[src/rtl/aes_cmac_block_core_assert.svh]
// Assertion macros shared by the CMAC engine RTL.
`ifndef AES_CMAC_BLOCK_CORE_ASSERT_SVH
`define AES_CMAC_BLOCK_CORE_ASSERT_SVH

// Same-cycle implication, checked on clk, off during reset.
`define AC_ASSERT_IMP(lbl, ante, cons, msg) \
	lbl: assert property (@(posedge clk) disable iff (!arst_n) (ante) |-> (cons)) \
		else $error(msg);

// Next-cycle implication, checked on clk, off during reset.
`define AC_ASSERT_NXT(lbl, ante, cons, msg) \
	lbl: assert property (@(posedge clk) disable iff (!arst_n) (ante) |=> (cons)) \
		else $error(msg);

`endif

[src/rtl/acmac_pkg.sv]
// Types, register indexes and the AES S-box for the CMAC engine.
package acmac_pkg;

	typedef struct packed {
		logic [63:0] data_hi;
		logic [63:0] data_lo;
		logic [4:0]  byte_count;
		logic        last;
	} acmac_in_t;

	typedef struct packed {
		logic [63:0] mac_hi;
		logic [63:0] mac_lo;
	} acmac_out_t;

	localparam logic CFG_KEY_HI = 1'b0;
	localparam logic CFG_KEY_LO = 1'b1;

	localparam logic [127:0] GF_POLY = 128'h87;
	localparam logic [7:0]   PAD_BYTE = 8'h80;
	localparam logic [4:0]   FULL_COUNT = 5'd16;

	localparam logic [7:0] SBOX [0:255] = '{
		8'h63,8'h7c,8'h77,8'h7b,8'hf2,8'h6b,8'h6f,8'hc5,8'h30,8'h01,8'h67,8'h2b,8'hfe,8'hd7,8'hab,8'h76,
		8'hca,8'h82,8'hc9,8'h7d,8'hfa,8'h59,8'h47,8'hf0,8'had,8'hd4,8'ha2,8'haf,8'h9c,8'ha4,8'h72,8'hc0,
		8'hb7,8'hfd,8'h93,8'h26,8'h36,8'h3f,8'hf7,8'hcc,8'h34,8'ha5,8'he5,8'hf1,8'h71,8'hd8,8'h31,8'h15,
		8'h04,8'hc7,8'h23,8'hc3,8'h18,8'h96,8'h05,8'h9a,8'h07,8'h12,8'h80,8'he2,8'heb,8'h27,8'hb2,8'h75,
		8'h09,8'h83,8'h2c,8'h1a,8'h1b,8'h6e,8'h5a,8'ha0,8'h52,8'h3b,8'hd6,8'hb3,8'h29,8'he3,8'h2f,8'h84,
		8'h53,8'hd1,8'h00,8'hed,8'h20,8'hfc,8'hb1,8'h5b,8'h6a,8'hcb,8'hbe,8'h39,8'h4a,8'h4c,8'h58,8'hcf,
		8'hd0,8'hef,8'haa,8'hfb,8'h43,8'h4d,8'h33,8'h85,8'h45,8'hf9,8'h02,8'h7f,8'h50,8'h3c,8'h9f,8'ha8,
		8'h51,8'ha3,8'h40,8'h8f,8'h92,8'h9d,8'h38,8'hf5,8'hbc,8'hb6,8'hda,8'h21,8'h10,8'hff,8'hf3,8'hd2,
		8'hcd,8'h0c,8'h13,8'hec,8'h5f,8'h97,8'h44,8'h17,8'hc4,8'ha7,8'h7e,8'h3d,8'h64,8'h5d,8'h19,8'h73,
		8'h60,8'h81,8'h4f,8'hdc,8'h22,8'h2a,8'h90,8'h88,8'h46,8'hee,8'hb8,8'h14,8'hde,8'h5e,8'h0b,8'hdb,
		8'he0,8'h32,8'h3a,8'h0a,8'h49,8'h06,8'h24,8'h5c,8'hc2,8'hd3,8'hac,8'h62,8'h91,8'h95,8'he4,8'h79,
		8'he7,8'hc8,8'h37,8'h6d,8'h8d,8'hd5,8'h4e,8'ha9,8'h6c,8'h56,8'hf4,8'hea,8'h65,8'h7a,8'hae,8'h08,
		8'hba,8'h78,8'h25,8'h2e,8'h1c,8'ha6,8'hb4,8'hc6,8'he8,8'hdd,8'h74,8'h1f,8'h4b,8'hbd,8'h8b,8'h8a,
		8'h70,8'h3e,8'hb5,8'h66,8'h48,8'h03,8'hf6,8'h0e,8'h61,8'h35,8'h57,8'hb9,8'h86,8'hc1,8'h1d,8'h9e,
		8'he1,8'hf8,8'h98,8'h11,8'h69,8'hd9,8'h8e,8'h94,8'h9b,8'h1e,8'h87,8'he9,8'hce,8'h55,8'h28,8'hdf,
		8'h8c,8'ha1,8'h89,8'h0d,8'hbf,8'he6,8'h42,8'h68,8'h41,8'h99,8'h2d,8'h0f,8'hb0,8'h54,8'hbb,8'h16
	};

	localparam logic [7:0] RCON [0:9] = '{
		8'h01,8'h02,8'h04,8'h08,8'h10,8'h20,8'h40,8'h80,8'h1b,8'h36
	};

endpackage

[src/rtl/acmac_lastblk.sv]
// Last-block preparation: subkey doubling, 0x80 padding and subkey mix.
module acmac_lastblk (
	input  logic [127:0] l_val,
	input  logic         use_derived,
	input  logic [127:0] k1_reg,
	input  logic [127:0] k2_reg,
	input  logic [127:0] data,
	input  logic [4:0]   byte_count,
	input  logic         last,
	output logic [127:0] k1,
	output logic [127:0] k2,
	output logic [127:0] blk
);

	logic [127:0] k1_new, k2_new, padded;
	logic         full;

	function automatic logic [127:0] gf_dbl(input logic [127:0] x);
		return {x[126:0], 1'b0} ^ (x[127] ? acmac_pkg::GF_POLY : '0);
	endfunction

	assign k1_new = gf_dbl(l_val);
	assign k2_new = gf_dbl(k1_new);
	assign k1     = use_derived ? k1_new : k1_reg;
	assign k2     = use_derived ? k2_new : k2_reg;
	assign full   = (byte_count >= acmac_pkg::FULL_COUNT);

	always_comb begin
		padded = '0;
		for (int i = 0; i < 16; i++) begin
			if (5'(i) < byte_count) begin
				padded[127-8*i -: 8] = data[127-8*i -: 8];
			end else if (5'(i) == byte_count) begin
				padded[127-8*i -: 8] = acmac_pkg::PAD_BYTE;
			end
		end
	end

	always_comb begin
		if (!last) begin
			blk = data;
		end else if (full) begin
			blk = data ^ k1;
		end else begin
			blk = padded ^ k2;
		end
	end

endmodule

[config.mk]
export PLATFORM = sky130hd
export DESIGN_NAME = acmac_lastblk
export DESIGN_NICKNAME = d
export VERILOG_FILES = /design/src/rtl/aes_cmac_block_core_assert.svh /design/src/rtl/acmac_pkg.sv /design/src/rtl/acmac_lastblk.sv
export SDC_FILE = /design/constraint.sdc
export NUM_CORES = 1
export LEC_CHECK = 0
export BUFFER_PORTS_ARGS = -buffer_cell sky130_fd_sc_hd__buf_4
export CORE_AREA = 8 8 347 349
export DETAILED_ROUTE_END_ITERATION = 10
export DIE_AREA = 0 0 355 357
export MAX_ROUTING_LAYER = met4
export PLACE_DENSITY = 0.33
export RECOVER_POWER = 25
export SLEW_MARGIN = 20
export SYNTH_ARGS = -nofsm -noshare
export SYNTH_HDL_FRONTEND = slang
export SYNTH_SLANG_ARGS = --single-unit
[constraint.sdc]
create_clock -name vclk -period 4.4
set_input_delay 0.88 -clock vclk [all_inputs]
set_output_delay 0.88 -clock vclk [all_outputs]
set_load 0.01 [all_outputs]
# --- Word level (Yosys, flattened, before mapping) ---
# Cells that the tools add are included.
totals:
  regBits: 0
  input_bits: 519
  out_inout_bits: 384
  word_cells: 75
op_classes:
  n_lt_le_gt_ge: 17
  n_eq_ne: 15
  muxes: 38
  n_bitwise: 4
  reduce_logical: 1
ops:
  columns: ["op", "count"]
  rows:
  - ["$mux W128", 4]
  - ["$mux W8", 34]
  - ["$xor A128 B128 Y128", 2]
  - ["$xor A128 B8 Y128", 2]
  - ["$eq A4 B5 Y1 const A", 8]
  - ["$lt A4 B5 Y1 const A", 8]
  - ["$eq A3 B5 Y1 const A", 4]
  - ["$lt A3 B5 Y1 const A", 4]
  - ["$eq A2 B5 Y1 const A", 2]
  - ["$lt A1 B5 Y1 const A", 2]
  - ["$lt A2 B5 Y1 const A", 2]
  - ["$eq A1 B5 Y1 const A", 1]
  - ["$ge A5 B5 Y1 const B", 1]
  - ["$logic_not A5 Y1", 1]

# --- Logic depth before layout (Yosys ltp) ---
# Gate-level depths: netlist of the first run.
logic_depth:
  ltp_word: 8
  ltp_mapped: 9
  mapped_depth_nobuf: 4

# --- Worst setup path after synthesis of the first run ---
# No wires, ideal clock.
synth_path:
  path_kind: "input -> output"
  startpoint: "input use_derived"
  endpoint: "output blk[15]"
  arrival_ns: 2.346
  required_ns: 3.520
  slack_ns: 1.174
  cell_stages: 6
  n_path_buf: 3
  cell_sequence: "buf_2 -> buf_6 -> buf_2 -> mux2_2 -> xor2_1 -> a221oi_1"
synth_via:
  elab_chain_cells: 4
  word_cells_on_any_way: 6
  classes_between: "4 x mux; 2 x bitwise"
synth_rtl:
  columns: ["element", "line", "rtl"]
  rows:
  - ["from (decl)", "acmac_lastblk.sv:4", "input logic use_derived,"]
  - ["$mux W128", "acmac_lastblk.sv:25", "assign k2 = use_derived ? k2_new : k2_reg;"]
  - ["via k2[15]", "acmac_lastblk.sv:11", "output logic [127:0] k2,"]
  - ["$xor A128 B128 Y128", "acmac_lastblk.sv:45", "blk = padded ^ k2;"]
  - ["$mux W128", "acmac_lastblk.sv:42", "end else if (full) begin"]
  - ["$mux W128", "acmac_lastblk.sv:40", "if (!last) begin"]
  - ["to (decl)", "acmac_lastblk.sv:12", "output logic [127:0] blk"]
# The timed path passes the listed nets, and every way through them passes these cells.

# --- Worst setup path after layout of the first run ---
layout_path:
  startpoint: "input use_derived"
  endpoint: "output blk[76]"
layout_via:
  elab_chain_cells: 4
  word_cells_on_any_way: 6
  classes_between: "4 x mux; 2 x bitwise"
layout_rtl:
  columns: ["element", "line"]
  rows:
  - ["$mux W128 (on tied branches)", "acmac_lastblk.sv:25, acmac_lastblk.sv:24"]
  - ["$xor A128 B128 Y128 (on tied branches)", "acmac_lastblk.sv:45, acmac_lastblk.sv:43"]
  - ["$mux W128 *", "acmac_lastblk.sv:42"]
  - ["$mux W128 *", "acmac_lastblk.sv:40"]
# Every way passes the cells marked *; elsewhere a longest branch is shown, timed or not.

==> results of run 1 <==
## worst max-delay path: cells and delay by family
family	cells	cell delay [ps]
buffers and inverters	3	1140
AO/OA/AOI/OAI	2	430
multiplexers	2	630
## worst paths after layout
| path | startpoint | to | slack (ps) | depth (start not counted) |
|---|---|---|---|---|
| worst max-delay path | use_derived | blk[76] | 410 | 7 |
| worst min-delay path | k2_reg[3] | k2[3] | 2090 | 3 |
## cell usage in the layout (no fill, tap or decap), types with 17 or more instances in the layout
| cell | Yosys | layout |
|---|---|---|
| sky130_fd_sc_hd__o2bb2ai_1 | 17 | 17 |
| sky130_fd_sc_hd__a21oi_1 | 64 | 64 |
| sky130_fd_sc_hd__nor2b_1 | 21 | 21 |
| sky130_fd_sc_hd__buf_4 | 9 | 941 |
| sky130_fd_sc_hd__inv_1 | 59 | 57 |
| sky130_fd_sc_hd__a211oi_1 | 38 | 38 |
| sky130_fd_sc_hd__a211o_1 | 32 | 32 |
| sky130_fd_sc_hd__nor3_1 | 69 | 69 |
| sky130_fd_sc_hd__o21ai_0 | 76 | 76 |
| sky130_fd_sc_hd__diode_2 | 0 | 19 |
| sky130_fd_sc_hd__nand3_1 | 61 | 61 |
| sky130_fd_sc_hd__a21boi_0 | 37 | 37 |
| sky130_fd_sc_hd__mux2_1 | 0 | 76 |
| sky130_fd_sc_hd__a21o_1 | 18 | 18 |
| sky130_fd_sc_hd__mux2i_1 | 189 | 189 |
| sky130_fd_sc_hd__mux2_2 | 213 | 137 |
| sky130_fd_sc_hd__nor2_1 | 109 | 108 |
| sky130_fd_sc_hd__nand2_1 | 183 | 183 |
## cell families after synthesis
kind of cell,after synthesis,share of synthesized area
multiplexers,402,0.4331
XOR/XNOR,20,0.01768
buffers and inverters,187,0.08373
AND/OR/NAND/NOR,483,0.2156
AO/OA/AOI/OAI,362,0.2499
## per-layer routing
layer / vias up / wire, um
met2: 661 / 48460
met4: 0 / 1153
met3: 50 / 7593
met1: 7016 / 43900
met5: - / 0
li1: 7043 / -
## where the power goes
part / switching, mW / total, mW / internal, mW
clock: 0 / 0.000000342 / 0.000000342
combinational: 1.31 / 2.47 / 1.16
sequential: 0 / 0 / 0
## area by class of cell
type	count	area (um2)	share of cell area
Antenna cell	19	47.55	0.002556
Tap cell	1524	1907	0.1025
Multi-Input combinational cell	1267	9085	0.4884
Timing Repair Buffer	967	7341	0.3946
Inverter	59	222.7	0.01197
==> results summary, run 1 <==
Setup repair after global routing left no endpoint under its margin. The setup violation total in the final timing report is 0. The overall power came out at 2.473 mW. In this run the count of I/O pins placed on the die edge is 903. Data on the critical path is required at its endpoint by 3520 ps. The number of violations reported at the end of detailed-routing iteration 0 came out at 870. The count of unresolved DRC violations after routing came out at 0.

For met3 alone, demand over resource in global routing was 0.03940. The count of buffers added on input and output ports is 903. The total negative slack is 0 ps. The total nets after synthesis came out at 1973. The number of nets with antenna violations after detailed routing is 0. The area growth from synthesis to layout is 87.77%.

The overall die area is 0.1267 mm2. The core region is 0.1151 mm2. The register area came out at 0 um2.

After global routing, the most crowded layer is met2. The number of antenna violations at the first check in global routing came out at 32. The number of non-filler instances in the completed layout came out at 3836. The largest stage delay on the critical path came out at 650 ps. The minimum clock period came out at 3994 ps. The number of warnings reported in the yosys synthesis log came out at 0. The largest individual stage delay along the critical path comes from the cell sky130_fd_sc_hd__clkbuf_1. The cell area reported after detailed placement came out at 0.01861 mm2. In this run the power density over the cells is 132.9 mW/mm2.

The die is 357 um tall. The minimum setup slack in the final design came out at 406.1 ps. The via-per-instance ratio is 3.850. The sequential fraction of the synthesis area is 0. The area share of the largest cell type after synthesis is 0.2421. Row generation in the floorplan step produced 125 rows. The nature of the critical path startpoint is an input pin. The signal on the critical path passes through buf_8, clkbuf_1, mux2_2, mux2i_1, a211o_1, a21oi_1, buf_4.

The worst setup timing slack at the placement stage came out at 524.0 ps. The filler cell count came out at 13430. The largest vdd supply drop is 0.04278 mV. The wire-length estimate of the detail-placed layout is 89.33 mm. The final routed wirelength across all metal layers is 101.1 mm.

The endpoint arrival time on the critical path is 3110 ps. The layout cell share with drive strength beyond 1 is 0.4841. The actual transition at the worst max-transition pin is 866.8 ps.

The min-delay analysis places its worst path in the category input pin to primary output. The initial utilization of the core area, before any placement, comes to 0.08607. The number of global-route vias before repair was 14610. The number of instances in the placed design came out at 3817.

The first global-routing pass estimated 131.1 mm of wire. Of the available clock period, the critical path in the final layout requires 0.9077. Dividing the detail-routed wire length by the instance count gives 26.36 um. The gate count of the mapped netlist came out at 1454. The count of buffers added by post-CTS timing repair for setup came out at 0. The critical path in this run is classified as input pin to primary output. The post-synthesis average cell area came out at 6.814 um2. The count of instances resized after the clock tree is built came out at 0.

The hold buffer count at CTS is 0. The maximum number of pins on one net before global-route repair came out at 113. The cell type with the highest aggregate area in the netlist is sky130_fd_sc_hd__mux2_2.

The number of different library cells used by synthesis comes to 51. The number of vias after detailed routing is 14770. The pre-antenna-repair detailed-routing pass consisted of 5 iterations. The number of slew-limit violations in the final report is 0. The die outline width is 355 um. The clock tree buffer count of the final layout is 0. The final sequential cell count came out at 0. The maximum fanout encountered on the critical timing path came out at 32. Sorting the synthesized cells by area gives the leading types as sky130_fd_sc_hd__mux2_2, sky130_fd_sc_hd__mux2i_1, sky130_fd_sc_hd__nand2_1. The final number of hold-violating endpoints is 0. The max-capacitance violation count came out at 0. Yosys instantiated no cell more often than sky130_fd_sc_hd__mux2_2. The critical path endpoint category is a primary output. Summing every instance area after synthesis gives 0.009907 mm2.

Timing would allow up to 250.4 MHz. Once layout is done, the placed cells without fillers occupy 0.01860 mm2. At the end of the flow, the number of nets in the layout was 2814. Hold is met by 2094 ps.

The routability congestion estimate from global placement is 0.8811. The global-route usage over all layers is 0.1505. Global routing finished with a remaining overflow of 0. The met1 track demand over resource came out at 0.1891. Sorting the synthesized cells by how often they occur yields sky130_fd_sc_hd__mux2_2, sky130_fd_sc_hd__mux2i_1, sky130_fd_sc_hd__nand2_1, sky130_fd_sc_hd__nor2_1, sky130_fd_sc_hd__o21ai_0. The run finished with clean final reports. The met2 layer usage reported by global route came out at 0.2469. The static leakage is 8.765 nW. For this run, the share of the core covered by cells in the final layout is 0.1616.

The remaining max-slew budget at the tightest pin is 0.4180.
(Power assumes the default switching activity.)
==> inputs of run 2 (changes only) <==
- ABC_AREA: not set -> 1
- CORE_AREA: 8 8 347 349 -> 8 8 350 352
- DIE_AREA: 0 0 355 357 -> 0 0 358 360
- PLACE_DENSITY: 0.33 -> 0.32
- SLEW_MARGIN: 20 -> not set
- TNS_END_PERCENT: not set -> 30
==> run 2 against run 1 <==
  * Synthesized cell count is 42% higher
  * Via count is 15% higher
  * Final cell count is 16% higher
  * Clock-buffer cell count stayed put
  * Sequential share of layout area stayed put
  * Critical path type unchanged
  * Global-route usage is 0.95 points higher
  * Hold slack worse by 16 ps
  * Flip-flop and latch count stayed put
  * Fmax is 1.2% lower
  * Combinational power is 8.9% lower
  * Critical endpoint is now blk[65]
  * Total power is 8.9% lower
  * Largest cell class unchanged
==> results summary, run 2 <==
The area share of the largest cell type after synthesis came out at 0.3989. The hold buffer count at CTS is 0. Relative to the synthesized area, the layout overhead comes to 90.97%.

At the worst endpoint, the arrival time is 3160 ps. The overall power came out at 2.252 mW. Dividing total power by cell area gives a power density of 130.0 mW/mm2.

The flow ran to the end, and the final reports show no timing, DRC or antenna violations. The most numerous cell type found on the critical path is sky130_fd_sc_hd__nand2_1. The count of buffers added by post-CTS timing repair for setup came out at 0.

The layout cell share with drive strength beyond 1 came out at 0.3055. The total nets after synthesis came out at 2590. The number of nets with antenna violations after detailed routing is 0. For this design, the slowest cell found on the critical path is sky130_fd_sc_hd__clkbuf_2.

The setup violation total in the final timing report is 0. Of the available clock period, the critical path in the final layout requires 0.9187. The worst hold path cell count is 4. In this design, the stage delay of the slowest critical-path cell is 680 ps. The worst min-delay path class is input pin to primary output.

In this design, the largest share of critical-path delay is due to buffers and inverters. The number of slew-limit violations in the final report was 0. The post-synthesis average cell area is 4.380 um2. The actual transition at the worst max-transition pin is 932.5 ps.

For this block, the routed nets add up to 107.8 mm of wire. Setup repair after global routing left no endpoint under its margin. The remaining max-slew budget at the tightest pin came out at 0.3760.

The max-capacitance violation count is 0. The worst setup path is launched from an input pin. The minimum clock period came out at 4042 ps. The clock tree buffer count of the final layout came out at 0. The number of global-route vias before repair is 16930. The type of the setup path with the least slack is input pin to primary output. The first detailed-routing pass ran for 6 iterations. The fraction of the core area covered by cells at the end of the flow came out at 0.1481. The buffering stage count on the worst path with inverters included came out at 3. Summed over all instances, the cell type with the most area after synthesis is sky130_fd_sc_hd__nand2_1.

The library cells used most frequently in the layout, excluding fill and tap cells, are sky130_fd_sc_hd__nand2_1, sky130_fd_sc_hd__buf_4, sky130_fd_sc_hd__nand3_1. The number of placement rows came out at 126. The sequential fraction of the synthesis area came out at 0.

The most common cell in the synthesized netlist is sky130_fd_sc_hd__nand2_1. Across every metal layer, demand over resource in global routing totals 0.1600. The count of buffers from port buffering came out at 903. The largest vdd supply drop is 0.03604 mV. The maximum fanout encountered on the critical timing path came out at 30. The total negative slack came out at 0 ps.

The floorplan core area came out at 0.1170 mm2. The starting utilization of the core area came out at 0.07755. Across the whole layout, storage elements account for 0 um2.

Derived from the worst setup path, the maximum achievable clock frequency is 247.4 MHz. The cell area reported after detailed placement is 0.01763 mm2. The design has 0 sequential cells. The finished cells cover 0.01732 mm2.

The static leakage is 9.376 nW. The count of instances resized after the clock tree is built is 0. From bottom edge to top edge, the die measures 360 um. In this run the count of I/O pins placed on the die edge is 903.

The number of antenna violations at the first check in global routing is 35. The number of warnings reported in the yosys synthesis log came out at 0. The data required time at the worst endpoint is 3520 ps. The global-route wire length before repair is 143.3 mm.

The number of vias after detailed routing came out at 17030. The critical path goes through buf_6, clkbuf_2, nand2_1, nand2_1, a21oi_1, o21ai_0, a22oi_1, buf_4. After synthesis, the most frequently instantiated cells are sky130_fd_sc_hd__nand2_1, sky130_fd_sc_hd__nand3_1, sky130_fd_sc_hd__nor2_1, sky130_fd_sc_hd__o21ai_0, sky130_fd_sc_hd__a21oi_1. The routability congestion estimate from global placement is 0.8784. The worst-case hold slack is 2078 ps. After synthesis, the cell types taking the most area are sky130_fd_sc_hd__nand2_1, sky130_fd_sc_hd__nand3_1, sky130_fd_sc_hd__o21ai_0. The floorplan step defined a die boundary enclosing 0.1289 mm2. The gate count of the mapped netlist came out at 2071. The maximum number of pins on one net before global-route repair came out at 62. The worst setup path is captured at a primary output. The post-synthesis cell area is 0.009071 mm2.

The count of different cell masters after synthesis came out at 32. From left edge to right edge, the die measures 358 um. The path with the worst hold slack has its endpoint at blk[3]. The final number of hold-violating endpoints is 0. The number of violations reported at the end of detailed-routing iteration 0 is 1196. The detailed placement HPWL is 94.93 mm. The most common cell after layout, fill and taps aside is sky130_fd_sc_hd__nand2_1. In the final routed layout, each cell accounts on average for 24.28 um. The startpoint of the lowest-slack hold path is data[3]. The count of unresolved DRC violations after routing came out at 0. The global-route congestion overflow total is 0. Dividing the detail-routed via count by the number of cells gives 3.836.

For this run, the post-layout net count is 3415.
==> run 2: worst max-delay path by stage <==
stage / to / cells after the start / startpoint
6_report: blk[65] / 8 / use_derived
5_1_grt: blk[69] / 8 / use_derived
4_1_cts: blk[67] / 10 / use_derived
3_5_place_dp: blk[67] / 10 / use_derived
3_3_place_gp: blk[67] / 10 / use_derived
2_1_floorplan: blk[55] / 7 / byte_count[0]
==> run 2: where the power goes <==
group | switching [mW] | internal (mW) | leakage [nW]
sequential | 0 | 0 | 0
combinational | 1.33 | 0.925 | 9.38
clock | 0 | 0.000000135 | 0.0000619
==> run 2: worst min-delay path, cell delays in order <==
cell                      delay, ps
sky130_fd_sc_hd__buf_4          100
sky130_fd_sc_hd__nand2_1         50
sky130_fd_sc_hd__nand2_1         50
sky130_fd_sc_hd__buf_4          110
==> run 2: per-layer routing <==
metal  global-route usage  share of wire  vias to the layer above
met4             0.008040         0.0066                        0
li1                     -              -                     8418
met2               0.2808           0.49                      645
met3              0.03946          0.074                       54
met5                    -              0                        -
met1               0.1935           0.43                     7914
==> run 2: cells by family (layout without fill, tap and decap cells) <==
family / after synthesis / after routing / share of synthesized area
simple gates: 1460 / 1460 / 0.6626
compound gates: 362 / 362 / 0.2135
buf+inv: 243 / 1066 / 0.1181
xor+xnor: 6 / 6 / 0.005793
other cells: 0 / 10 / 0
==> run 2: final cells by class <==
type	instances	area [um2]
repair buffers	942	6890
fillers	14040	99650
diodes	10	25.02
multi-input cells	1828	8003
well taps	1536	1922
inverters	124	483.0
==> run 2: metrics by stage <==
stage,setup slack (ps),cells
2_1_floorplan,1573,2071
3_3_place_gp,415.7,4430
3_5_place_dp,420.1,4430
4_1_cts,407.2,4430
5_1_grt,196.3,4439
6_report,357.9,4440
==> inputs of run 3 (changes only) <==
- CORE_AREA: 8 8 350 352 -> 2 2 354 356
- DIE_AREA: 0 0 358 360 -> 0 0 356 358
==> run 3 against run 2 <==
  * Core utilization decreased by 0.60 points
  * First-iteration DRC count increased by 7.0%
  * Final cell count increased by 2.5%
  * Critical path depth increased by 1
  * Total power increased by 0.96%
  * Final area increased by 1.1%
  * Sequential share of layout area unchanged
  * Wire length increased by 0.50%
  * Fmax increased by 4.8%
  * Global-route usage increased by 0.34 points
  * Largest cell class unchanged
==> results summary, run 3 (synthesized netlist as in run 2, its figures left out) <==
The flow ran to the end, and the final reports show no timing, DRC or antenna violations. The overall die area is 0.1274 mm2. Across all hold checks on the routed design, the worst slack comes to 2071 ps. The number of nets with antenna violations after detailed routing is 0. The largest vdd supply drop is 0.04607 mV. STA classifies the critical path startpoint as an input pin. The share of the clock period used by the worst path after layout came out at 0.8764.

The worst hold path cell count came out at 4. The static leakage came out at 9.416 nW. The max-capacitance violation count came out at 0. The floorplan core area came out at 0.1233 mm2.

For hold timing, the worst endpoint is blk[4]. The net switching fraction of the power is 0.5908. The worst hold path begins at data[4].

The actual transition at the worst max-transition pin came out at 717.2 ps. Setup repair after global routing left no endpoint under its margin. The worst setup timing slack at the placement stage came out at 599.3 ps.

The maximum fanout encountered on the critical timing path is 40. For this run, design rule violations remaining after detail routing come to 0. The number of antenna violations at the first check in global routing is 30. The overall power came out at 2.273 mW. The number of stages on the worst setup path came out at 9.

The data required time at the worst endpoint came out at 3520 ps. The first-pass detailed-route iteration total is 5. The maximum number of pins on one net before global-route repair is 102.

The share of total power in combinational logic came out at 1.000. The setup violation total in the final timing report came out at 0. In this run the power spent charging and discharging nets is 1.343 mW. The number of slew-limit violations in the final report is 0. The count of instances resized after the clock tree is built is 0. The global-route usage over all layers is 0.1635. The hold buffer count at CTS came out at 0. The library cell used most frequently in the layout, excluding fill and tap cells, is sky130_fd_sc_hd__nand2_1. The layout cell share with drive strength beyond 1 came out at 0.3070. The floorplan step set the die width to 356 um. Registers take 0 um2.

The tightest min-delay check is of the input pin to primary output type. The final number of hold-violating endpoints is 0. At the end of routability-driven placement, the weighted congestion stood at 0.9312. The number of global-route vias before repair is 16360.

The final layout contains routed wiring with a total length of 108.3 mm. The top cell types in the final layout, fill and taps aside, are sky130_fd_sc_hd__nand2_1, sky130_fd_sc_hd__buf_4, sky130_fd_sc_hd__nand3_1. The global-route congestion overflow total is 0. The internal power came out at 930.3 uW. 903 I/O pins were placed. The via-per-instance ratio is 3.776. The minimum setup slack in the final design is 543.7 ps.

The first global-routing pass estimated 141.1 mm of wire. The area growth from synthesis to layout came out at 93.13%. The number of placement rows came out at 129. The final sequential cell count came out at 0. Detailed routing inserted a total of 17190 vias. The worst path in the final design needs a cycle of 3856 ps, including I/O delays and setup. The largest stage delay on the critical path came out at 440 ps. The clock tree buffer count of the final layout came out at 0. STA classifies the critical path endpoint as a primary output.

In the final routed layout, each cell accounts on average for 23.80 um. Data on the critical path arrives at its endpoint at 2980 ps. Traced cell by cell, the critical path runs through buf_6, inv_8, clkbuf_1, nand2_1, nand2_1, a21oi_1, nand3b_1, a31oi_1, buf_4. The total negative slack came out at 0 ps. The buffering stage count on the worst path with inverters included came out at 4. The detailed placement HPWL came out at 95.14 mm. In this run the tool buffered the top-level ports with 903 buffer cells. The share of total power dissipated in the clock network is 0.

From bottom edge to top edge, the die measures 358 um. The highest achievable clock rate is 259.3 MHz. The power share of the sequential group is 0. The type of the setup path with the least slack is input pin to primary output.

The remaining max-slew budget at the tightest pin is 0.5219. The cell type with the highest occurrence count on the critical path is sky130_fd_sc_hd__nand2_1. The starting utilization of the core area came out at 0.07356. The largest individual stage delay along the critical path comes from the cell sky130_fd_sc_hd__clkbuf_1. The final net count is 3423.

For this design the ratio of total power to cell area is 129.8 mW/mm2. The count of buffers added by post-CTS timing repair for setup is 0. The cell type group with the largest total delay on the critical path is buffers and inverters. The detailed router finished its first iteration with 1280 violations.
==> run 3: area by class of cell <==
cell class | count | area, um2
fill | 14900 | 105800
multi-input combinational | 1828 | 8000
timing repair buffer | 950 | 6953
tap | 1637 | 2048
inverter | 124 | 483.0
antenna | 14 | 35.03
==> run 3: stage by stage <==
stage	instances	util	instance area (um2)
floorplan	2071	-	9071
global placement	4539	0.1444	17810
detailed placement	4539	0.1444	17810
CTS	4539	0.1444	17810
global route	4549	0.1420	17510
finish	4553	0.1421	17520
==> run 3: tightest hold or removal path, stage by stage <==
cell,delay [ps]
sky130_fd_sc_hd__buf_4,90
sky130_fd_sc_hd__nand2_1,40
sky130_fd_sc_hd__o21ai_0,60
sky130_fd_sc_hd__buf_4,120
==> run 3: metal layers <==
metal  track usage  vias to the layer above  part of all wire
met2        0.2862                      718              0.49
li1              -                     8455                 -
met4      0.009283                        0            0.0095
met5             -                        -                 0
met1        0.2025                     7960              0.43
met3       0.03074                       60             0.065
==> run 3: worst max path at each step <==
stage                  start       to  slack [ps]
6_report         use_derived  blk[35]         540
5_1_grt          use_derived  blk[35]         450
4_1_cts          use_derived  blk[34]         590
3_5_place_dp     use_derived  blk[34]         600
3_3_place_gp     use_derived  blk[34]         540
2_1_floorplan  byte_count[0]  blk[55]        1570
==> run 3: power by group through the flow <==
stage	combinational (mW)	sequential [mW]	clock, mW
2_1_floorplan	0.930	0	0
3_3_place_gp	2.36	0	0
3_5_place_dp	2.36	0	0
4_1_cts	2.37	0	0
5_1_grt	2.49	0	0.000000307
6_report	2.27	0	0.000000170
